$ cat src/rtl/core/vtu_pkg.sv
// ----------------------------------------------------------------------------
// vtu_pkg
// Shared types, codes and helpers of the view transform unit.
// ----------------------------------------------------------------------------
package vtu_pkg;

    // Fraction bits of every fixed point value.
    localparam int FRAC_BITS = 16;

    typedef logic signed [31:0] t_word;
    typedef t_word [3:0] t_row;
    typedef t_row  [3:0] t_mat;

    localparam t_word ONE_FX = t_word'(32'sd1 <<< FRAC_BITS);

    typedef enum logic [2:0] {
        OP_TO_DEVICE = 3'd0,
        OP_TO_MODEL  = 3'd1,
        OP_TRANSLATE = 3'd2,
        OP_ROT_CW    = 3'd3,
        OP_ROT_CCW   = 3'd4,
        OP_ZOOM_IN   = 3'd5,
        OP_ZOOM_OUT  = 3'd6,
        OP_RESET     = 3'd7
    } t_op;

    typedef enum logic [2:0] {
        CFG_STEP_DX   = 3'd0,
        CFG_STEP_DY   = 3'd1,
        CFG_STEP_DZ   = 3'd2,
        CFG_ROT_COS   = 3'd3,
        CFG_ROT_SIN   = 3'd4,
        CFG_ZOOM_FAC  = 3'd5,
        CFG_ZOOM_INV  = 3'd6
    } t_cfg_idx;

    typedef enum logic [1:0] {
        ST_IDLE,
        ST_POINT,
        ST_ISSUE,
        ST_DRAIN
    } t_state;

    typedef struct packed {
        logic [2:0]         operation;
        logic signed [31:0] x;
        logic signed [31:0] y;
        logic signed [31:0] z;
    } t_in_beat;

    typedef struct packed {
        logic signed [31:0] out_x;
        logic signed [31:0] out_y;
        logic signed [31:0] out_z;
        logic signed [31:0] out_w;
    } t_out_beat;

    typedef struct packed {
        logic signed [31:0] step_dx;
        logic signed [31:0] step_dy;
        logic signed [31:0] step_dz;
        logic signed [17:0] rot_cos;
        logic signed [17:0] rot_sin;
        logic [30:0]        zoom_factor;
        logic [30:0]        zoom_inverse;
    } t_cfg;

    // Control of one matrix store.
    typedef struct packed {
        logic rotate;
        logic wr;
        logic load;
    } t_mat_ctl;

    function automatic t_mat ident();
        t_mat m;
        for (int r = 0; r < 4; r++) begin
            for (int c = 0; c < 4; c++) begin
                m[r][c] = (r == c) ? ONE_FX : '0;
            end
        end
        return m;
    endfunction

    // Negation that saturates the most negative value.
    function automatic t_word sat_neg(t_word v);
        t_word r;
        r = (v == {1'b1, 31'd0}) ? {1'b0, {31{1'b1}}} : -v;
        return r;
    endfunction

endpackage

$ cat src/rtl/core/vtu_mat_reg.sv
// ----------------------------------------------------------------------------
// vtu_mat_reg
// A 4x4 matrix store whose rows rotate while an update streams through it.
// ----------------------------------------------------------------------------
module vtu_mat_reg (
    input  logic              i_clk,
    input  logic              i_rst_n,
    input  vtu_pkg::t_mat_ctl i_ctl,
    input  vtu_pkg::t_row     i_row,
    input  vtu_pkg::t_mat     i_load,
    output vtu_pkg::t_mat     o_mat
);
    import vtu_pkg::*;

    t_mat r_mat;
    t_mat n_mat;

    // A rotation moves row 0 to the back. A new row lands where its old row
    // sits: third place when a rotation happens in the same cycle, else last.
    always_comb begin
        n_mat = r_mat;
        if (i_ctl.load) begin
            n_mat = i_load;
        end else if (i_ctl.rotate) begin
            n_mat[0] = r_mat[1];
            n_mat[1] = r_mat[2];
            n_mat[2] = i_ctl.wr ? i_row : r_mat[3];
            n_mat[3] = r_mat[0];
        end else if (i_ctl.wr) begin
            n_mat[3] = i_row;
        end
    end

    always_ff @(posedge i_clk) begin
        if (!i_rst_n) begin
            r_mat <= ident();
        end else begin
            r_mat <= n_mat;
        end
    end

    assign o_mat = r_mat;

endmodule

$ cat config.mk
export PLATFORM = sky130hd
export DESIGN_NAME = vtu_mat_reg
export DESIGN_NICKNAME = d
export VERILOG_FILES = /design/src/rtl/core/vtu_pkg.sv /design/src/rtl/core/vtu_mat_reg.sv
export SDC_FILE = /design/constraint.sdc
export NUM_CORES = 1
export LEC_CHECK = 0
export BUFFER_PORTS_ARGS = -buffer_cell sky130_fd_sc_hd__buf_2
export CAP_MARGIN = 40
export CORE_AREA = 5 5 443 445
export CTS_CLUSTER_SIZE = 28
export DETAILED_ROUTE_END_ITERATION = 8
export DIE_AREA = 0 0 448 450
export PLACE_DENSITY_LB_ADDON = 0.25
export SKIP_CTS_REPAIR_TIMING = 1
export SLEW_MARGIN = 10
export SYNTH_ARGS = -nofsm -noshare
export SYNTH_HDL_FRONTEND = slang
export SYNTH_SLANG_ARGS = --single-unit
export TNS_END_PERCENT = 20
$ cat constraint.sdc
create_clock -name i_clk -period 1.2 [get_ports i_clk]
set_input_delay 0.06 -clock i_clk [delete_from_list [all_inputs] [get_ports i_clk]]
set_output_delay 0.06 -clock i_clk [all_outputs]
set_load 0.02 [all_outputs]
======== Word level (Yosys, flattened, before mapping) ========
Cells that the tools add are included.
storage, ports and cells
  register bits after elaboration ......... 512
  input bits .............................. 645
  output and inout port bits .............. 512
  logic and storage cells ................. 21
operators by class
  multiplexer cells ....................... 4
  reduce and logical (&&, ||, !) cells .... 1
operators with widths
  cell                 number
  two-way mux 512 bit  1
  two-way mux 384 bit  1
  two-way mux 128 bit  2
  nonzero test 2 bit   1

======== Longest topological paths before layout ========
Gate-level depths: netlist of run 1.
  depth after elaboration ................. 3
  depth in mapped cells ................... 6
  depth with buffers taken out ............ 2

======== Worst setup path after synthesis of run 1 ========
No wires, ideal clock.
  kind .................................... input -> register
  start point ............................. in i_ctl[2] (netlist name)
  end point ............................... reg r_mat, in the netlist o_mat[132]
  library setup time ...................... 116 ps
  arrival time ............................ 1,123 ps
  data required time ...................... 1,084 ps
  setup slack ............................. -39 ps
  cell stages on the path ................. 5
  buffers on the path ..................... 3
  cells stage by stage .................... buf_2 buf_2 buf_2 mux2_2 o211a_1
on the way
  cells in the longest elaborated chain, start to end .. 1
ends and longest elaborated chain
  what                                 RTL line           RTL
  start: declaration                   vtu_mat_reg.sv:8   input vtu_pkg::t_mat_ctl i_ctl,
  nonzero test 2 bit (no source line)  --
  end signal: assignment               vtu_mat_reg.sv:36  r_mat <= ident();
  end signal: assignment               vtu_mat_reg.sv:38  r_mat <= n_mat;
  end: declaration                     vtu_mat_reg.sv:15  t_mat r_mat;
Every way passes these cells.
A chain may end at the register's enable or synchronous reset.

======== Final worst setup path of run 1 ========
  start point ............................. reg r_mat, in the netlist o_mat[29]
  end point ............................... out o_mat[29] (netlist name)
RTL lines
  what              RTL line           RTL
  end: declaration  vtu_mat_reg.sv:11  output vtu_pkg::t_mat o_mat
No word-level cell between the ends.

==> impl_results.rst, run 1 <==
.. list-table::
   :header-rows: 1

   * - Metric
     - Value
   * - TritonCTS clock tree
     - yes
   * - Sw Pwr
     - 17.5 mW
   * - Proportion of power drawn by flip-flops and latches
     - 0.355
   * - Number of DRC markers in iteration 0
     - 1870
   * - Critical path cell sequence
     - buf_4
   * - Final count of pins violating max slew
     - 0
   * - Buffers added on ports
     - 1156
   * - Placed cell area
     - 36000 sq um
   * - Max_cap viols
     - 0
   * - Cell type of the slowest stage on the worst timing path
     - sky130_fd_sc_hd__dfxtp_1
   * - Aggregate global-route resource usage
     - 0.174
   * - Core Footprint
     - 192000 sq um
   * - Period minus WS final
     - 1.35 ns
   * - Number of antenna violations at the first check in global routing
     - 49
   * - Power density over cell area
     - 1170 nW/um^2
   * - Violated checks
     - negative setup slack
   * - Number of nets in the finished design
     - 5011
   * - Starting Density
     - 0.131
   * - Post-route cell area
     - 47300 sq um
   * - Comb pwr share
     - 0.257
   * - Tcrit/Tclk final
     - 1.12
   * - Number of hold violations in the final report
     - 0
   * - Level count of the clock H-tree
     - 3
   * - Status
     - finished, violations left
   * - Layout filler cell count
     - 20900
   * - Final worst clock skew
     - 0.0285 ns
   * - Post-layout utilization of the core
     - 0.247
   * - Worst setup slack after layout
     - -0.147 ns
   * - RSZ-0062 raised after global routing
     - yes
   * - Share of final-layout standard cells stronger than drive strength 1
     - 0.465
   * - Max Fanout on Critical Path
     - 3
   * - Startpoint kind of the worst setup timing path
     - flip-flop
   * - Final setup violation count
     - 575
   * - WP data arrival
     - 1.29 ns
   * - Buffers and inverters on the worst path
     - 1
   * - Total number of vias
     - 28800
   * - Worst-margin pin slew
     - 0.580 ns
   * - Full die area
     - 202000 sq um
   * - TritonCTS Buffers
     - 72
   * - Die span in x
     - 448 um
   * - Number of flip-flops under the largest register name
     - 512
   * - CP required
     - 1.14 ns
   * - Register area share after synthesis
     - 0.409
   * - Site Rows
     - 161
   * - Number of iterations in the first detailed-routing pass
     - 7
   * - Wirelength per Cell
     - 27.2 um
   * - Reported leakage power
     - 22.1 nW
   * - Yosys synthesis warning count
     - 0
   * - Clock-pin slew of the registers on the worst-case setup and hold paths
     - 0.06 ns
   * - Post-synth design cell area
     - 25100 sq um
   * - Max clock buf depth
     - 3
   * - Final Total Pwr
     - 55.5 mW
   * - Residual overflow from global routing
     - 0
   * - Number of synthesized register bits
     - 512
   * - Hold/Removal Path Class
     - in2reg
   * - Gate count after technology mapping
     - 2453
   * - Syn nets
     - 3098
   * - Async set or reset register ratio after synthesis
     - 0
   * - Stage delay of the slowest cell on the critical path
     - 0.40 ns
   * - Post-route DRC violation count
     - 0
   * - Clock root cell
     - sky130_fd_sc_hd__clkbuf_16
   * - Clock insertion delay at the later pin of the skew report
     - 0.67 ns
   * - Syn Area/Cell
     - 10.2 sq um
   * - WL final
     - 190000 um
   * - Worst hold slack after final layout
     - 0.0504 ns
   * - Number of sinks handled by clock tree synthesis
     - 512
   * - Count of boundary I/O pins
     - 1157
   * - Cell-internal power
     - 37.9 mW
   * - Remaining max-slew budget at the tightest pin
     - 0.612
   * - Average vias per placed instance
     - 4.14
   * - Most common flop cell mapped by yosys
     - sky130_fd_sc_hd__dfxtp_1
   * - Signed area change from the synthesized netlist to the final layout
     - 88.8%
   * - Highest Clock Rate
     - 743 MHz
   * - Pin count of the biggest net entering global routing
     - 50
   * - Net Sw Frac
     - 0.316
   * - Number of synthesized flops with an enable pin
     - 0
   * - Setup crit end kind
     - primary output
   * - Count of different cell masters after synthesis
     - 23
   * - Largest voltage drop on the vdd net
     - 0.822 mV
   * - Placement-stage worst setup slack
     - -0.219 ns
   * - Routability Congestion
     - 0.924
   * - Kind of critical path
     - reg2out
   * - Die height
     - 450 um
   * - Wire length of the first global-routing pass
     - 241000 um
   * - Number of global-route vias before repair
     - 26300
   * - Clock power frac
     - 0.388
   * - Count of nets left with antenna violations after detail routing
     - 0
   * - Worst path top cell family by delay
     - flip-flops
   * - Total half-perimeter wirelength after legalization and detailed placement
     - 154000 um
==> through the flow <==
stage	std cells	TNS [ns]
detailed placement	6130	-61.86
CTS	6250	-110.40
global placement	6130	-57.56
global route	6957	-84.49
floorplan	2453	-6.20
finish	6967	-34.22
==> final timing paths <==
check / end / cells past startpoint / from / slack (ns)
worst max-delay path: o_mat[29] / 1 / o_mat[29] / -0.15
worst min-delay path: o_mat[358] / 4 / i_rst_n / 0.05
worst min register to register: o_mat[485] / 2 / o_mat[101] / 0.52
worst max register to register: o_mat[151] / 3 / o_mat[279] / 0.11
==> logic make-up after synthesis <==
| kind of cell | after synthesis | share of synthesized area |
|---|---|---|
| buf+inv | 270 | 0.0455 |
| compound gates | 512 | 0.199 |
| mux | 384 | 0.166 |
| simple gates | 775 | 0.181 |
| flops | 512 | 0.409 |
==> metal layers <==
metal	up-vias	routed length [um]	track usage
li1	13100	-	-
met1	14400	74500	0.201
met2	1083	93100	0.299
met3	315	15900	0.0624
met4	2	6230	0.0523
met5	-	13	0
==> power groups by stage <==
stage               sequential, mW  clock [mW]  combinational (mW)
CTS                           19.5        22.3                11.5
global placement              19.9           0                11.5
detailed placement            19.9           0                11.5
global route                  19.8        22.8                15.1
finish                        19.7        21.5                14.3
floorplan                     20.9           0                3.96
==> final cells by class <==
class                   instances  area, sq um  share of cell area
multi-input cells            1671        13700               0.290
diodes                         29         72.6             0.00153
clock inverters                14          169             0.00357
flip-flops and latches        512        10800               0.228
clock buffers                 106         2100              0.0444
well taps                    2526         3160              0.0667
repair buffers               2109        17300               0.366
==> layout by cell type (no fill, tap or decap), types with 2 or more instances in the layout <==
| cell type | n |
|---|---|
| sky130_fd_sc_hd__bufinv_16 | 3 |
| sky130_fd_sc_hd__dlygate4sd3_1 | 660 |
| sky130_fd_sc_hd__buf_2 | 933 |
| sky130_fd_sc_hd__buf_8 | 48 |
| sky130_fd_sc_hd__nand3_1 | 254 |
| sky130_fd_sc_hd__clkinvlp_4 | 2 |
| sky130_fd_sc_hd__clkbuf_1 | 18 |
| sky130_fd_sc_hd__clkinv_2 | 4 |
| sky130_fd_sc_hd__buf_12 | 112 |
| sky130_fd_sc_hd__diode_2 | 29 |
| sky130_fd_sc_hd__clkbuf_4 | 31 |
| sky130_fd_sc_hd__buf_6 | 111 |
| sky130_fd_sc_hd__a21oi_1 | 2 |
| sky130_fd_sc_hd__o211a_1 | 254 |
| sky130_fd_sc_hd__dfxtp_1 | 298 |
| sky130_fd_sc_hd__o221ai_1 | 224 |
| sky130_fd_sc_hd__mux2_2 | 254 |
| sky130_fd_sc_hd__inv_6 | 4 |
| sky130_fd_sc_hd__o221ai_2 | 30 |
| sky130_fd_sc_hd__dfxtp_4 | 116 |
| sky130_fd_sc_hd__and3b_1 | 5 |
| sky130_fd_sc_hd__buf_4 | 214 |
| sky130_fd_sc_hd__mux2i_1 | 130 |
| sky130_fd_sc_hd__a211oi_1 | 2 |
| sky130_fd_sc_hd__clkbuf_8 | 15 |
| sky130_fd_sc_hd__dfxtp_2 | 98 |
| sky130_fd_sc_hd__clkbuf_16 | 73 |
| sky130_fd_sc_hd__nand2b_1 | 508 |
==> cell usage after synthesis (all sizes together), types with 2 or more instances <==
cell,number,area (sq um)
a211oi,2,15.0
a21oi,2,10.0
and3b,5,43.8
buf,97,492
clkbuf,173,649
dfxtp,512,10200
mux2,254,2860
mux2i,130,1300
nand2b,509,3180
nand3,254,1270
o211a,254,2540
o221ai,254,2410
(Power assumes the default switching activity.)
==> run 2: changes to the inputs <==
- CORE_AREA: 5 5 443 445 -> 2 2 453 455
- DIE_AREA: 0 0 448 450 -> 0 0 455 457
==> run 2 against run 1 <==
The flow still finishes with violations (negative setup slack). Non-clock buffer count shrank 34. Routed wire length increased by 1.3%. First-iteration DRC count is 3.7% lower. Register-to-register slack worse by 0.05 ns. Via count is 0.88% lower. Worst hold slack lost 0.018 ns. Critical path type is now in2reg. Critical endpoint is now o_mat[298]. Largest cell class unchanged. Highest routed layer unchanged.
==> impl_results.rst, run 2 (synthesis results as in run 1) <==
.. list-table::
   :header-rows: 1

   * - Metric
     - Value
   * - Top library cells by usage in the layout, fill and taps aside
     - sky130_fd_sc_hd__buf_2 (916), sky130_fd_sc_hd__dlygate4sd3_1 (662), sky130_fd_sc_hd__nand2b_1 (508), sky130_fd_sc_hd__dfxtp_1 (305)
   * - FF-to-FF End
     - o_mat[25]
   * - CP required
     - 1.78 ns
   * - WP data arrival
     - 1.94 ns
   * - Commonest non-fill, non-tap cell in the layout
     - sky130_fd_sc_hd__buf_2
   * - RSZ-0062 raised after global routing
     - yes
   * - Period minus WS final
     - 1.36 ns
   * - Clock-pin slew of the registers on the worst-case setup and hold paths
     - 0.06 ns
   * - Remaining max-slew budget at the tightest pin
     - 0.695
   * - Post-layout utilization of the core
     - 0.233
   * - Signed area change from the synthesized netlist to the final layout
     - 88.7%
   * - Global-route track usage on met2
     - 0.281
   * - Crit-path most repeated cell
     - sky130_fd_sc_hd__buf_4
   * - Startpoint kind of the worst setup timing path
     - input pin
   * - Worst reg2reg path depth
     - 3
   * - Clock insertion delay at the later pin of the skew report
     - 0.69 ns
   * - M1 GR Usage
     - 0.203
   * - Final worst clock skew
     - 0.0289 ns
   * - Final count of pins violating max slew
     - 0
   * - Critical register-to-register path startpoint
     - o_mat[25]
   * - Number of sinks handled by clock tree synthesis
     - 512
   * - Max clock buf depth
     - 3
   * - Die height
     - 457 um
   * - Critical path cell sequence
     - buf_8 > dlygate4sd3_1 > buf_4 > nand3b_1 > buf_4 > buf_12 > o221ai_1
   * - Final Total Pwr
     - 56.7 mW
   * - Hold/Removal Path Class
     - in2reg
   * - Worst setup slack after layout
     - -0.164 ns
   * - WL final
     - 192000 um
   * - TritonCTS clock tree
     - yes
   * - Wirelength per Cell
     - 27.0 um
   * - Level count of the clock H-tree
     - 3
   * - Tcrit/Tclk final
     - 1.14
   * - Pin count of the biggest net entering global routing
     - 108
   * - Number of flip-flops under the largest register name
     - 512
   * - Residual overflow from global routing
     - 0
   * - Post-route DRC violation count
     - 0
   * - Number of DRC markers in iteration 0
     - 1801
   * - Wire length of the first global-routing pass
     - 243000 um
   * - Number of antenna violations at the first check in global routing
     - 58
   * - Endpoint, Worst Hold
     - o_mat[267]
   * - Reported leakage power
     - 22.0 nW
   * - Highest Clock Rate
     - 733 MHz
   * - TritonCTS Buffers
     - 73
   * - Layout filler cell count
     - 22200
   * - Count of boundary I/O pins
     - 1157
   * - Cell type of the slowest stage on the worst timing path
     - sky130_fd_sc_hd__dlygate4sd3_1
   * - Final setup violation count
     - 636
   * - R2r setup slk
     - 0.06 ns
   * - Buffers added on ports
     - 1156
   * - Number of nets in the finished design
     - 4978
   * - Site Rows
     - 166
   * - Largest voltage drop on the vdd net
     - 0.917 mV
   * - Start point of the worst min-delay path
     - i_rst_n
   * - Number of hold violations in the final report
     - 0
   * - Max Fanout on Critical Path
     - 22
   * - Aggregate global-route resource usage
     - 0.172
   * - Violated checks
     - negative setup slack
   * - Busiest layer in global routing
     - met2
   * - Setup crit end kind
     - flip-flop
   * - Buffers and inverters on the worst path
     - 5
   * - Placement-stage worst setup slack
     - -0.302 ns
   * - Total number of vias
     - 28600
   * - Global routing met3 resource utilization
     - 0.0666
   * - Share of final-layout standard cells stronger than drive strength 1
     - 0.462
   * - Starting Density
     - 0.123
   * - Clock root cell
     - sky130_fd_sc_hd__clkbuf_16
   * - Full die area
     - 208000 sq um
   * - Die span in x
     - 455 um
   * - Count of cells along the worst hold path
     - 5
   * - Max_cap viols
     - 0
   * - Kind of critical path
     - in2reg
   * - Worst-margin pin slew
     - 0.445 ns
   * - Worst path top cell family by delay
     - buffers and inverters
   * - Number of global-route vias before repair
     - 26000
   * - Total half-perimeter wirelength after legalization and detailed placement
     - 157000 um
   * - Average vias per placed instance
     - 4.02
   * - Core Footprint
     - 203000 sq um
   * - Stage delay of the slowest cell on the critical path
     - 0.57 ns
   * - Routability Congestion
     - 0.917
   * - Count of nets left with antenna violations after detail routing
     - 0
   * - Status
     - finished, violations left
   * - Power density over cell area
     - 1200 nW/um^2
   * - Number of iterations in the first detailed-routing pass
     - 5
## run 2: changes by cell type in the layout (fill, tap and decap cells not counted), moves of 5 or more
| cell | previous run | this run |
|---|---|---|
| sky130_fd_sc_hd__buf_12 | 112 | 105 |
| sky130_fd_sc_hd__buf_2 | 933 | 916 |
| sky130_fd_sc_hd__buf_4 | 214 | 221 |
| sky130_fd_sc_hd__buf_6 | 111 | 85 |
| sky130_fd_sc_hd__clkbuf_1 | 18 | 11 |
| sky130_fd_sc_hd__clkbuf_4 | 31 | 37 |
| sky130_fd_sc_hd__clkbuf_8 | 15 | 23 |
| sky130_fd_sc_hd__clkinv_2 | 4 | 9 |
| sky130_fd_sc_hd__dfxtp_1 | 298 | 305 |
| sky130_fd_sc_hd__dfxtp_4 | 116 | 106 |
## run 2: area by class of cell
type                    instances  area, sq um  share of cell area
multi-input cells            1671        13700               0.290
well taps                    2688         3360              0.0711
clock buffers                 109         2230              0.0472
diodes                         28         70.1             0.00148
repair buffers               2075        16900               0.358
clock inverters                20          240             0.00508
flip-flops and latches        512        10800               0.228
## run 2: stage by stage
step / instances / instance area (sq um) / setup TNS [ns] / hold slack, ns
CTS: 6378 / 38200 / -116.00 / -0.479
detailed placement: 6249 / 35700 / -69.75 / 0.298
global placement: 6249 / 35700 / -66.43 / 0.295
finish: 7103 / 47300 / -47.69 / 0.0327
floorplan: 2453 / 25100 / -6.20 / 0.200
global route: 7093 / 47300 / -91.94 / 0.00238
## run 2: worst max path at each step
stage | startpoint | endpoint | slack (ns) | cells after the start
floorplan | i_ctl[2] | o_mat[132] | -0.04 | 5
global placement | i_ctl[2] | o_mat[339] | -0.31 | 6
detailed placement | i_ctl[2] | o_mat[339] | -0.30 | 6
CTS | o_mat[25] | o_mat[25] | -0.61 | 1
global route | o_mat[381] | o_mat[381] | -0.23 | 2
finish | i_ctl[0] | o_mat[298] | -0.16 | 7
## run 2: tightest hold or removal path: stages
cell and delay [ns]:
sky130_fd_sc_hd__buf_8 0.08, sky130_fd_sc_hd__buf_4 0.20, sky130_fd_sc_hd__buf_4 0.19, sky130_fd_sc_hd__nand3_1 0.08, sky130_fd_sc_hd__o221ai_1 0.06
## run 2: per-layer routing
layer	share of wire	routed length, um
met5	0.00036	69
met3	0.088	16900
met1	0.41	78600
met2	0.47	90700
met4	0.030	5830
## run 2: where the power goes
part / internal (mW) / switching [mW]
combinational: 6.81 / 7.37
clock: 13.5 / 9.33
sequential: 18.3 / 1.36
total: 38.7 / 18.1
