File: src/rtl/core/vtu_pkg.sv
// ----------------------------------------------------------------------------
// vtu_pkg
// Shared types, codes and helpers of the view transform unit.
// ----------------------------------------------------------------------------
package vtu_pkg;

    // Fraction bits of every fixed point value.
    localparam int FRAC_BITS = 16;

    typedef logic signed [31:0] t_word;
    typedef t_word [3:0] t_row;
    typedef t_row  [3:0] t_mat;

    localparam t_word ONE_FX = t_word'(32'sd1 <<< FRAC_BITS);

    typedef enum logic [2:0] {
        OP_TO_DEVICE = 3'd0,
        OP_TO_MODEL  = 3'd1,
        OP_TRANSLATE = 3'd2,
        OP_ROT_CW    = 3'd3,
        OP_ROT_CCW   = 3'd4,
        OP_ZOOM_IN   = 3'd5,
        OP_ZOOM_OUT  = 3'd6,
        OP_RESET     = 3'd7
    } t_op;

    typedef enum logic [2:0] {
        CFG_STEP_DX   = 3'd0,
        CFG_STEP_DY   = 3'd1,
        CFG_STEP_DZ   = 3'd2,
        CFG_ROT_COS   = 3'd3,
        CFG_ROT_SIN   = 3'd4,
        CFG_ZOOM_FAC  = 3'd5,
        CFG_ZOOM_INV  = 3'd6
    } t_cfg_idx;

    typedef enum logic [1:0] {
        ST_IDLE,
        ST_POINT,
        ST_ISSUE,
        ST_DRAIN
    } t_state;

    typedef struct packed {
        logic [2:0]         operation;
        logic signed [31:0] x;
        logic signed [31:0] y;
        logic signed [31:0] z;
    } t_in_beat;

    typedef struct packed {
        logic signed [31:0] out_x;
        logic signed [31:0] out_y;
        logic signed [31:0] out_z;
        logic signed [31:0] out_w;
    } t_out_beat;

    typedef struct packed {
        logic signed [31:0] step_dx;
        logic signed [31:0] step_dy;
        logic signed [31:0] step_dz;
        logic signed [17:0] rot_cos;
        logic signed [17:0] rot_sin;
        logic [30:0]        zoom_factor;
        logic [30:0]        zoom_inverse;
    } t_cfg;

    // Control of one matrix store.
    typedef struct packed {
        logic rotate;
        logic wr;
        logic load;
    } t_mat_ctl;

    function automatic t_mat ident();
        t_mat m;
        for (int r = 0; r < 4; r++) begin
            for (int c = 0; c < 4; c++) begin
                m[r][c] = (r == c) ? ONE_FX : '0;
            end
        end
        return m;
    endfunction

    // Negation that saturates the most negative value.
    function automatic t_word sat_neg(t_word v);
        t_word r;
        r = (v == {1'b1, 31'd0}) ? {1'b0, {31{1'b1}}} : -v;
        return r;
    endfunction

endpackage

File: src/rtl/core/vtu_step_gen.sv
// ----------------------------------------------------------------------------
// vtu_step_gen
// Builds the step matrix of an update and its inverse from the registers.
// ----------------------------------------------------------------------------
module vtu_step_gen (
    input  vtu_pkg::t_op  i_op,
    input  vtu_pkg::t_cfg i_cfg,
    output vtu_pkg::t_mat o_step,
    output vtu_pkg::t_mat o_step_inv
);
    import vtu_pkg::*;

    t_word cs;
    t_word sn;
    t_word zf;
    t_word zg;

    always_comb begin
        cs = t_word'(i_cfg.rot_cos);
        sn = t_word'(i_cfg.rot_sin);
        zf = t_word'({1'b0, i_cfg.zoom_factor});
        zg = t_word'({1'b0, i_cfg.zoom_inverse});
        o_step     = ident();
        o_step_inv = ident();
        case (i_op)
            OP_TRANSLATE: begin
                o_step[0][3]     = i_cfg.step_dx;
                o_step[1][3]     = i_cfg.step_dy;
                o_step[2][3]     = i_cfg.step_dz;
                o_step_inv[0][3] = sat_neg(i_cfg.step_dx);
                o_step_inv[1][3] = sat_neg(i_cfg.step_dy);
                o_step_inv[2][3] = sat_neg(i_cfg.step_dz);
            end
            OP_ROT_CW: begin
                o_step[0][0]     = cs;
                o_step[0][1]     = -sn;
                o_step[1][0]     = sn;
                o_step[1][1]     = cs;
                o_step_inv[0][0] = cs;
                o_step_inv[0][1] = sn;
                o_step_inv[1][0] = -sn;
                o_step_inv[1][1] = cs;
            end
            OP_ROT_CCW: begin
                o_step[0][0]     = cs;
                o_step[0][1]     = sn;
                o_step[1][0]     = -sn;
                o_step[1][1]     = cs;
                o_step_inv[0][0] = cs;
                o_step_inv[0][1] = -sn;
                o_step_inv[1][0] = sn;
                o_step_inv[1][1] = cs;
            end
            OP_ZOOM_IN: begin
                for (int r = 0; r < 3; r++) begin
                    o_step[r][r]     = zf;
                    o_step_inv[r][r] = zg;
                end
            end
            OP_ZOOM_OUT: begin
                for (int r = 0; r < 3; r++) begin
                    o_step[r][r]     = zg;
                    o_step_inv[r][r] = zf;
                end
            end
            default: begin
            end
        endcase
    end

endmodule

File: config.mk
export PLATFORM = sky130hd
export DESIGN_NAME = vtu_step_gen
export DESIGN_NICKNAME = d
export VERILOG_FILES = /design/src/rtl/core/vtu_pkg.sv /design/src/rtl/core/vtu_step_gen.sv
export SDC_FILE = /design/constraint.sdc
export NUM_CORES = 1
export LEC_CHECK = 0
export BUFFER_PORTS_ARGS = -buffer_cell sky130_fd_sc_hd__buf_2
export CAP_MARGIN = 30
export CORE_AREA = 3 3 470 472
export DETAILED_ROUTE_END_ITERATION = 12
export DIE_AREA = 0 0 473 475
export PLACE_DENSITY = 0.3
export SLEW_MARGIN = 20
export SYNTH_ARGS = -nofsm -noshare
export SYNTH_HDL_FRONTEND = slang
export SYNTH_SLANG_ARGS = --single-unit
File: constraint.sdc
create_clock -name vclk -period 5.1
set_input_delay 1.53 -clock vclk [all_inputs]
set_output_delay 1.53 -clock vclk [all_outputs]
set_load 0.05 [all_outputs]
After elaboration in Yosys (flattened, before gate mapping)
Cells that the tools add are included.

operators by class
  add/sub/neg operators = 4
  equal/unequal tests = 8
  mux-type cells = 15
  reduce and logical (&&, ||, !) cells = 1

operator list
  operator                                                         count
  32-bit two-way mux                                               9
  32-bit case mux with 3 select lines                              2
  32-bit case mux with 2 select lines                              2
  31-bit case mux with 2 select lines                              2
  32-bit == test, second input constant                            3
  32-bit negation                                                  3
  18-bit negation with 32-bit output                               1
  3-bit == test, second input constant                             3
  3-bit by 2-bit == test with 1-bit output, second input constant  2
  2-bit OR reduction                                               1

word-level totals
  bits in registers = 0
  input port bits = 197
  output and inout port bits = 1,024
  word-level logic and storage cells = 28

Longest topological paths before layout
Gate-level depths: netlist (run 1).

  word-level depth = 3
  gate-level depth with buffers = 10

Worst setup path after synthesis (run 1)
Ideal clock, no wire load.

  path kind = in2out
  start point = input i_cfg[130] in the netlist's numbering
  end point = output o_step_inv[230] in the netlist's numbering
  arrival = 4,357 ps
  data required time = 3,570 ps
  path slack = -787 ps
  stages = 10
  path buffers = 3
  cell sequence = inv_1 > ha_1 > or4b_2 > nor4bb_1 > buf_2 > nand3b_2 > nand2b_1 > clkbuf_1 > buf_2 > a21oi_1

RTL lines
  what             RTL line           RTL
  start, declared  vtu_step_gen.sv:7  input vtu_pkg::t_cfg i_cfg,
  end, declared    vtu_step_gen.sv:9  output vtu_pkg::t_mat o_step_inv

==> metrics.md, run 1 <==
| Metric | Value |
|---|---|
| Post-synth top area share | a little under half |
| Switching pwr | roughly 2.3 mW |
| Worst Tran Pin Value | 0.831 ns |
| DR vias/cell | 2.37 |
| Placer congestion estimate | 0.799 |
| Shortest period the worst path allows | 5.60 ns |
| Fin. Hold Viols | 0 |
| Initial Util | 4.67% |
| Post-CTS Hold Fix Bufs | 0 |
| Hold Path Depth | 3 |
| Seq pwr share | 0% |
| Post-placement cell count | 5164 |
| Critical Path RT | roughly 3.6 ns |
| Grt met3 use | 1.58% |
| Multi-input gate area | 9200 um^2 |
| Place WS | -1.05 ns |
| Area leader, netlist | buf_4 |
| CLK BUF | 0 |
| FILL cells | about 25000 |
| Failing checks | negative setup slack |
| Type of the most critical hold path | input pin to primary output |
| Final worst slack | -0.495 ns |
| Crit share post-route | 110% |
| Die height | 475 um |
| Met1 usage in global routing | 9.87% |
| DRT iter0 DRCs | 478 |
| Slew Limit Fails | 0 |
| Largest net degree at the start of global routing | 57 |
| Yosys warnings | 0 |
| Element type at the critical path end | primary output |
| Final setup violation count | 75 |
| Post-route insts no fill | 5191 |
| PwrDens | around 130 nW/um^2 |
| Port buffer count | ~710 |
| Ports | 1221 |
| Crit-path max cell delay | 0.53 ns |
| ANT nets after route | 0 |
| Met2 Track Usage GR | around 18% |
| RSZ-0062 raised after global routing | true |
| Max-slew headroom | 44.6% |
| Most common cell in the netlist | buf_4 |
| Fin nets | 2535 |
| Drt wl/cell | between 20 and 25 um |
| Row Count | 171 |
| Critical path arrival | just over 4 ns |
| Status | finished, violations left |
| Final Power | roughly 3 mW |
| Total gr overflow | 0 |
| Die X | 473 um |
| Synth area leaders | buf_4, and2_1, a22o_1 |
| Top post-synthesis cells by count | buf_4, a21oi_1, and2_1, nand2_1, nand2b_1 |
| Initial antenna violation count | 24 |
| Critical-path cell list | buf_6, or4_4, or4_4, buf_12, nor4_2, xor2_2, a21oi_4, buf_12 |
| First drt pass iteration count | 5 |
| Die ar. | 225000 um^2 |
| Combinational power share | 100.0% |
| Clock share of power | 0% |
| Post-Syn Area per Cell | 6.62 um^2 |
| Dpl hpwl | about 98000 um |
| Sw frac | 75.0% |
| First-pass GRT wire length | 130000 um |
| Post-synthesis sequential area ratio | 0% |
| Cells after Synth | 1529 |
| Max-cap viol count | 0 |
| Vias in the first global route | 11600 |
| Mapped cell area | 10100 um^2 |
| Seq cells | 0 |
| Critical path's slowest cell | or4_4 |
| Crit Path Max Fanout | 10 |
| GRT Util Overall | 8.84% |
| Startpoint types | input pin |
| Area growth syn-to-layout | 131% |
| Peak supply drop | 65.9 uV |
| Internal power | about 760 uW |
| Maximum clock frequency | 179 MHz |
| Core ar. | around 220000 um^2 |
| FF+latch area | 0 um^2 |
| Drc violations | 0 |
| DRT Wirelength | 107000 um |
| Via Count | 12300 |
| Leakage | 10.2 nW |
| Share of cells above drive strength 1 | 58.3% |
| GR peak layer | met2 |
| Kind of critical path | input pin to primary output |
| Yosys cell types | 55 |
[stage by stage]
step	setup TNS, ns	hold WS [ns]	instance area, um^2	util (%)
3_5_place_dp	-36.47	3.47	22200	10.2
5_1_grt	-23.93	3.50	23400	10.8
2_1_floorplan	-18.14	3.16	13800	-
4_1_cts	-21.10	3.48	23100	10.7
6_report	-18.21	3.47	23400	10.8
3_3_place_gp	-52.00	3.47	22200	10.2
[cell usage in the layout (no fill, tap or decap), types with 31 or more instances in the layout]
| cell type | synthesis | layout |
|---|---|---|
| xor2_1 | 43 | 31 |
| buf_12 | 0 | 296 |
| nand2b_2 | 0 | 57 |
| buf_6 | 3 | 32 |
| a21oi_4 | 0 | 84 |
| nand2_1 | 90 | 71 |
| nor2_1 | 48 | 43 |
| and2_1 | 90 | 90 |
| conb_1 | 2 | 514 |
| buf_4 | 644 | 256 |
| a22o_2 | 0 | 56 |
| buf_2 | 5 | 416 |
[critical path, delay by kind of cell]
kind / cells / cell delay, ns
and+or+nand+nor: 3 / 1.39
xor gates and xnor gates: 1 / 0.53
buffers and inverters: 3 / 0.44
AOI/OAI and AO/OA: 1 / 0.12
[layer usage]
metal	wire length, um	share of wire, %
met1	40000	37
met2	58200	54
met3	7450	6.9
met4	1680	1.6
met5	27	0.025
[power by group through the flow]
stage                     Sequential, mW  Combinational, mW   Clock [mW]
after floorplan                        0               2.28            0
after global placement                 0               3.05            0
after detailed placement               0               3.04            0
after CTS                              0               3.07            0
after global routing                   0               3.16  0.000000105
final                                  0               3.04  0.000000111
[timing repair]
action,CTS,global route
resized for setup,135,35
setup buffers,13,8
pin swaps,68,35
gates cloned,5,1
setup endpoints to repair,101,140
[cell families after synthesis]
logic type | after synthesis | share of synthesized area [%]
AND/OR/NAND/NOR | 458 | 25.1
other | 2 | 0.0741
buffers and inverters | 737 | 51.5
multiplexers | 4 | 0.420
adder cells (fa/ha/maj) | 4 | 0.494
XOR/XNOR | 73 | 6.31
AO/OA/AOI/OAI | 251 | 16.1
[area by class of cell]
cell class         instances  share of cell area [%]
repair buffers          1013                    45.1
multi-input cells       1304                    39.3
well taps               2854                    15.3
inverters                 15                   0.262
diodes                     5                  0.0534
[worst paths after layout]
path | from | end | slack, ns
worst max-delay path | i_cfg[108] | o_step_inv[372] | -0.50
worst min-delay path | i_cfg[34] | o_step_inv[323] | 3.47
Note: power is estimated with default switching activity, not from simulation.
==> run 2: changes to the inputs <==
==> constraint.sdc (replaced) <==
create_clock -name vclk -period 5.1
set_input_delay 1.53 -clock vclk [all_inputs]
set_output_delay 1.53 -clock vclk [all_outputs]
set_load 0.01 [all_outputs]
==> run 2 against run 1 <==
The run still ends with negative setup slack left. Wire length decreased by 5.0%. Core utilization decreased by 2.4 points. Hold slack got worse by 0.084 ns. Via count increased by 0.85%. Fmax increased by 4.8%. Critical path type unchanged. Total power decreased by 56%. Count of clock-buffer cells in the layout unchanged. Sequential cell count unchanged. Die area unchanged. Worst setup slack improved by 0.26 ns. Final cell count decreased by 0.85%.
==> metrics.md, run 2 (synthesis results as in run 1) <==
| Metric | Value |
|---|---|
| Status | finished, violations left |
| Failing checks | negative setup slack |
| Port buffer count | 707 |
| DRT Wirelength | 102000 um |
| Shortest period the worst path allows | 5.34 ns |
| Fin nets | 2489 |
| Share of cells above drive strength 1 | 50.2% |
| Core ar. | 217000 um^2 |
| Final worst slack | -0.237 ns |
| Via Count | 12400 |
| Final setup violation count | 34 |
| Critical path's slowest cell | or4_4 |
| Area growth syn-to-layout | 80.4% |
| Worst Tran Pin Value | 0.855 ns |
| WHS Endpoint | o_step[327] |
| First drt pass iteration count | 5 |
| Drc violations | 0 |
| Drt wl/cell | approximately 20 um |
| FF+latch area | 0 um^2 |
| Critical Path RT | 3.57 ns |
| CLK BUF | 0 |
| Commonest non-fill, non-tap cell in the layout | buf_2 |
| Ports | 1221 |
| Startpoint types | input pin |
| PwrDens | 73.1 nW/um^2 |
| Most frequent cells in the layout | buf_2, conb_1, buf_4 |
| GRT Util Overall | 8.20% |
| Total gr overflow | 0 |
| Fin. Hold Viols | 0 |
| Crit Path Max Fanout | 7 |
| Fin util | between 8 and 9% |
| Initial Util | 4.67% |
| RSZ-0062 raised after global routing | true |
| Seq cells | 0 |
| Max-cap viol count | 0 |
| Worst hold slack | approximately 3.4 ns |
| Row Count | 171 |
| Kind of critical path | input pin to primary output |
| Multi-input gate area | roughly 8200 um^2 |
| Slew Limit Fails | 0 |
| Placer congestion estimate | 0.818 |
| Hold Path Depth | 3 |
| Critical path arrival | 3.81 ns |
| Vias in the first global route | 11000 |
| Dpl hpwl | 93600 um |
| Largest net degree at the start of global routing | 77 |
| DR vias/cell | 2.41 |
| DRT iter0 DRCs | 651 |
| Element type at the critical path end | primary output |
| ANT nets after route | 0 |
| Die X | 473 um |
| HP Start | i_cfg[7] |
| Peak supply drop | 30.3 uV |
| FILL cells | 25600 |
| Die height | 475 um |
| Initial antenna violation count | 21 |
| Crit-path max cell delay | 0.52 ns |
| Die ar. | 225000 um^2 |
| First-pass GRT wire length | 121000 um |
| Type of the most critical hold path | input pin to primary output |
| Leakage | 8.92 nW |
| Critical-path cell list | buf_6, or4_4, or4_4, or3_4, nand2b_4, buf_6, buf_12, a21oi_2, buf_2 |
| Max-slew headroom | approximately 43% |
| Maximum clock frequency | 187 MHz |
| Crit share post-route | 105% |
run 2: cell types whose count changed in the layout (fill, tap and decap cells not counted), moves of 20 or more:
cell and delta:
nand2b_1 +55, a21oi_4 -43, buf_2 +214, buf_4 -22, buf_12 -259, a22o_1 +56
buf_6 +28, o31ai_1 +20, nand2b_2 -56, a22o_2 -56, a21oi_2 +36
run 2: worst max-delay path by stage:
stage / startpoint / to / depth (start not counted) / slack [ns]
after floorplan: i_cfg[108] / o_step_inv[359] / 9 / -0.04
after global placement: i_cfg[108] / o_step_inv[370] / 8 / -0.79
after detailed placement: i_cfg[188] / o_step_inv[127] / 10 / -0.68
after CTS: i_cfg[108] / o_step_inv[353] / 9 / -0.22
after global routing: i_cfg[108] / o_step_inv[382] / 10 / -0.28
final: i_cfg[108] / o_step_inv[353] / 9 / -0.24
run 2: stage by stage:
step / instances / instance area, um^2 / TNS (ns) / power [mW] / worst slack (ns)
6_report: 5147 / 18300 / -5.36 / 1.34 / -0.237
5_1_grt: 5142 / 18300 / -8.24 / 1.44 / -0.281
4_1_cts: 5134 / 17600 / -5.67 / 1.34 / -0.221
3_5_place_dp: 5120 / 16700 / -22.04 / 1.30 / -0.675
3_3_place_gp: 5119 / 16700 / -23.30 / 1.30 / -0.790
2_1_floorplan: 2041 / 12400 / -0.552 / 0.899 / -0.0440
run 2: report_power, final:
part | switching [mW] | internal (mW)
registers | 0 | 0
clock network | 0 | 0.0000000723
logic | 0.909 | 0.427
run 2: final cells by class:
class / instances / area share (%)
multi-input cells: 1304 / 44.7
well taps: 2854 / 19.5
diodes: 7 / 0.0959
repair buffers: 967 / 35.3
inverters: 15 / 0.336
run 2: critical path: cells and delay by family:
family	cells	cell delay (ns)
simple gates	4	1.59
compound gates	1	0.13
buf+inv	4	0.55
run 2: what timing repair did:
action	4_1_cts	5_1_grt
pin swaps	40	38
setup endpoints to repair	104	118
resized for setup	157	121
hold buffers	0	0
setup buffers	17	8
gates cloned	2	4
run 2: metal layers:
metal	global-route usage, %	vias up	wire, um
met4	1.25	4	2260
met3	2.05	74	8270
met2	16.1	883	54500
met5	0	-	25
li1	-	5496	-
met1	8.91	5958	37000
==> run 3: changes to the inputs <==
--- a/config.mk
+++ b/config.mk
@@ -11,6 +11,7 @@
 export DETAILED_ROUTE_END_ITERATION = 12
 export DIE_AREA = 0 0 473 475
 export PLACE_DENSITY = 0.3
+export SKIP_LAST_GASP = 1
 export SLEW_MARGIN = 20
 export SYNTH_ARGS = -nofsm -noshare
 export SYNTH_HDL_FRONTEND = slang
==> run 3 against run 2 <==
Global-route usage did not move. Critical endpoint unchanged. The run still ends with negative setup slack left. Critical path depth did not move. Final area fell by 0.64%. Non-clock buffer count did not move. First-iteration DRC count fell by 12%. Core utilization fell by 0.054 points. Hold slack barely moved. Sequential cell count did not move. Wire length barely moved.
==> metrics.md, run 3 (synthesis results as in run 1) <==
| Metric | Value |
|---|---|
| Crit Path Max Fanout | 7 |
| Slew Limit Fails | 0 |
| Post-CTS Hold Fix Bufs | 0 |
| Fin. Hold Viols | 0 |
| Startpoint types | input pin |
| Setup TNS | -5.01 ns |
| Place WS | -0.675 ns |
| Total gr overflow | 0 |
| Largest net degree at the start of global routing | 77 |
| Maximum clock frequency | 188 MHz |
| Kind of critical path | input pin to primary output |
| FILL cells | 25600 |
| Seq cells | 0 |
| Share of cells above drive strength 1 | about 50% |
| Vias in the first global route | 11000 |
| Ports | 1221 |
| Most frequent cells in the layout | buf_2, conb_1, buf_4 |
| Crit-path max cell delay | 0.52 ns |
| Critical path arrival | 3.79 ns |
| Critical path's slowest cell | or4_4 |
| Area growth syn-to-layout | 79.2% |
| Port buffer count | just over 700 |
| Core ar. | 217000 um^2 |
| Via Count | 12400 |
| Initial Util | 4.67% |
| Critical Path RT | around 3.6 ns |
| Crit share post-route | 104% |
| Failing checks | negative setup slack |
| DRT met1 WL | 37200 um |
| DR vias/cell | 2.42 |
| First drt pass iteration count | 4 |
| Commonest non-fill, non-tap cell in the layout | buf_2 |
| ANT nets after route | 0 |
| Shortest period the worst path allows | between 5 and 6 ns |
| Worst hold slack | 3.39 ns |
| Die height | 475 um |
| Area after DPL | around 17000 um^2 |
| First-pass GRT wire length | 121000 um |
| Dpl hpwl | 93600 um |
| Type of the most critical hold path | input pin to primary output |
| Final setup violation count | 33 |
| Status | finished, violations left |
| Max-cap viol count | 0 |
| Fin area | 18200 um^2 |
| Fin nets | 2489 |
| Initial antenna violation count | 21 |
| Peak supply drop | 30.0 uV |
| DRT Wirelength | ~100000 um |
| Max-slew headroom | 44.9% |
| GRT Util Overall | ~8.2% |
| CLK BUF | 0 |
| Element type at the critical path end | primary output |
| Critical-path cell list | buf_6, or4_4, or4_4, or3_4, nand2b_4, buf_6, buf_12, a21oi_2, buf_2 |
| Final Power | between 1 and 1.5 mW |
| DRT iter0 DRCs | 572 |
| Max layer used | met5 |
| Row Count | 171 |
| FF+latch area | 0 um^2 |
| Drt wl/cell | approximately 20 um |
| Die ar. | 225000 um^2 |
| PwrDens | ~73 nW/um^2 |
| Placer congestion estimate | 0.818 |
| Met3 WL | about 8200 um |
| Metal2 WL | 54700 um |
| Crit path max-delay family | simple AND/OR/NAND/NOR gates |
| Die X | ~470 um |
| Worst Tran Pin Value | 0.818 ns |
| Leakage | 8.91 nW |
| Buffers & Inverters on Critical Path | 4 |
| Drc violations | 0 |
| Final worst slack | -0.218 ns |
| RSZ-0062 raised after global routing | true |
| Multi-input gate area | 8080 um^2 |
[run 3: cell type report]
| class | count | share of cell area (%) |
|---|---|---|
| Multi-Input combinational cell | 1304 | 44.5 |
| Timing Repair Buffer | 967 | 35.4 |
| Tap cell | 2854 | 19.7 |
| Inverter | 15 | 0.338 |
| Antenna cell | 7 | 0.0965 |
[run 3: path summary, 6_finish.rpt]
check,cells after the start,slack (ns),startpoint,endpoint
max,9,-0.22,i_cfg[108],o_step_inv[353]
min,3,3.39,i_cfg[7],o_step[327]
[run 3: report_power, final]
group	switching [mW]	total, mW	internal, mW	leakage (nW)
registers	0	0	0	0
logic	0.906	1.33	0.425	8.91
clock network	0	0.0000000620	0.0000000620	0.0000358
total	0.906	1.33	0.425	8.91
[run 3: routing by layer]
metal,up-vias,GRT usage (%)
li1,5495,-
met1,6009,8.91
met2,867,16.1
met3,68,2.05
met4,4,1.25
met5,-,0
[run 3: through the flow]
stage          utilization, %  std cells
2_1_floorplan               -       2041
6_report                 8.37       5147
3_5_place_dp             7.69       5120
4_1_cts                  8.10       5134
5_1_grt                  8.36       5142
3_3_place_gp             7.68       5119
[run 3: what timing repair did]
item	CTS	global route
setup endpoints to repair	104	118
gates resized for setup	157	100
buffers inserted	17	8
cloned	2	4
pin swaps	40	37
endpoints found under the hold margin	0	0
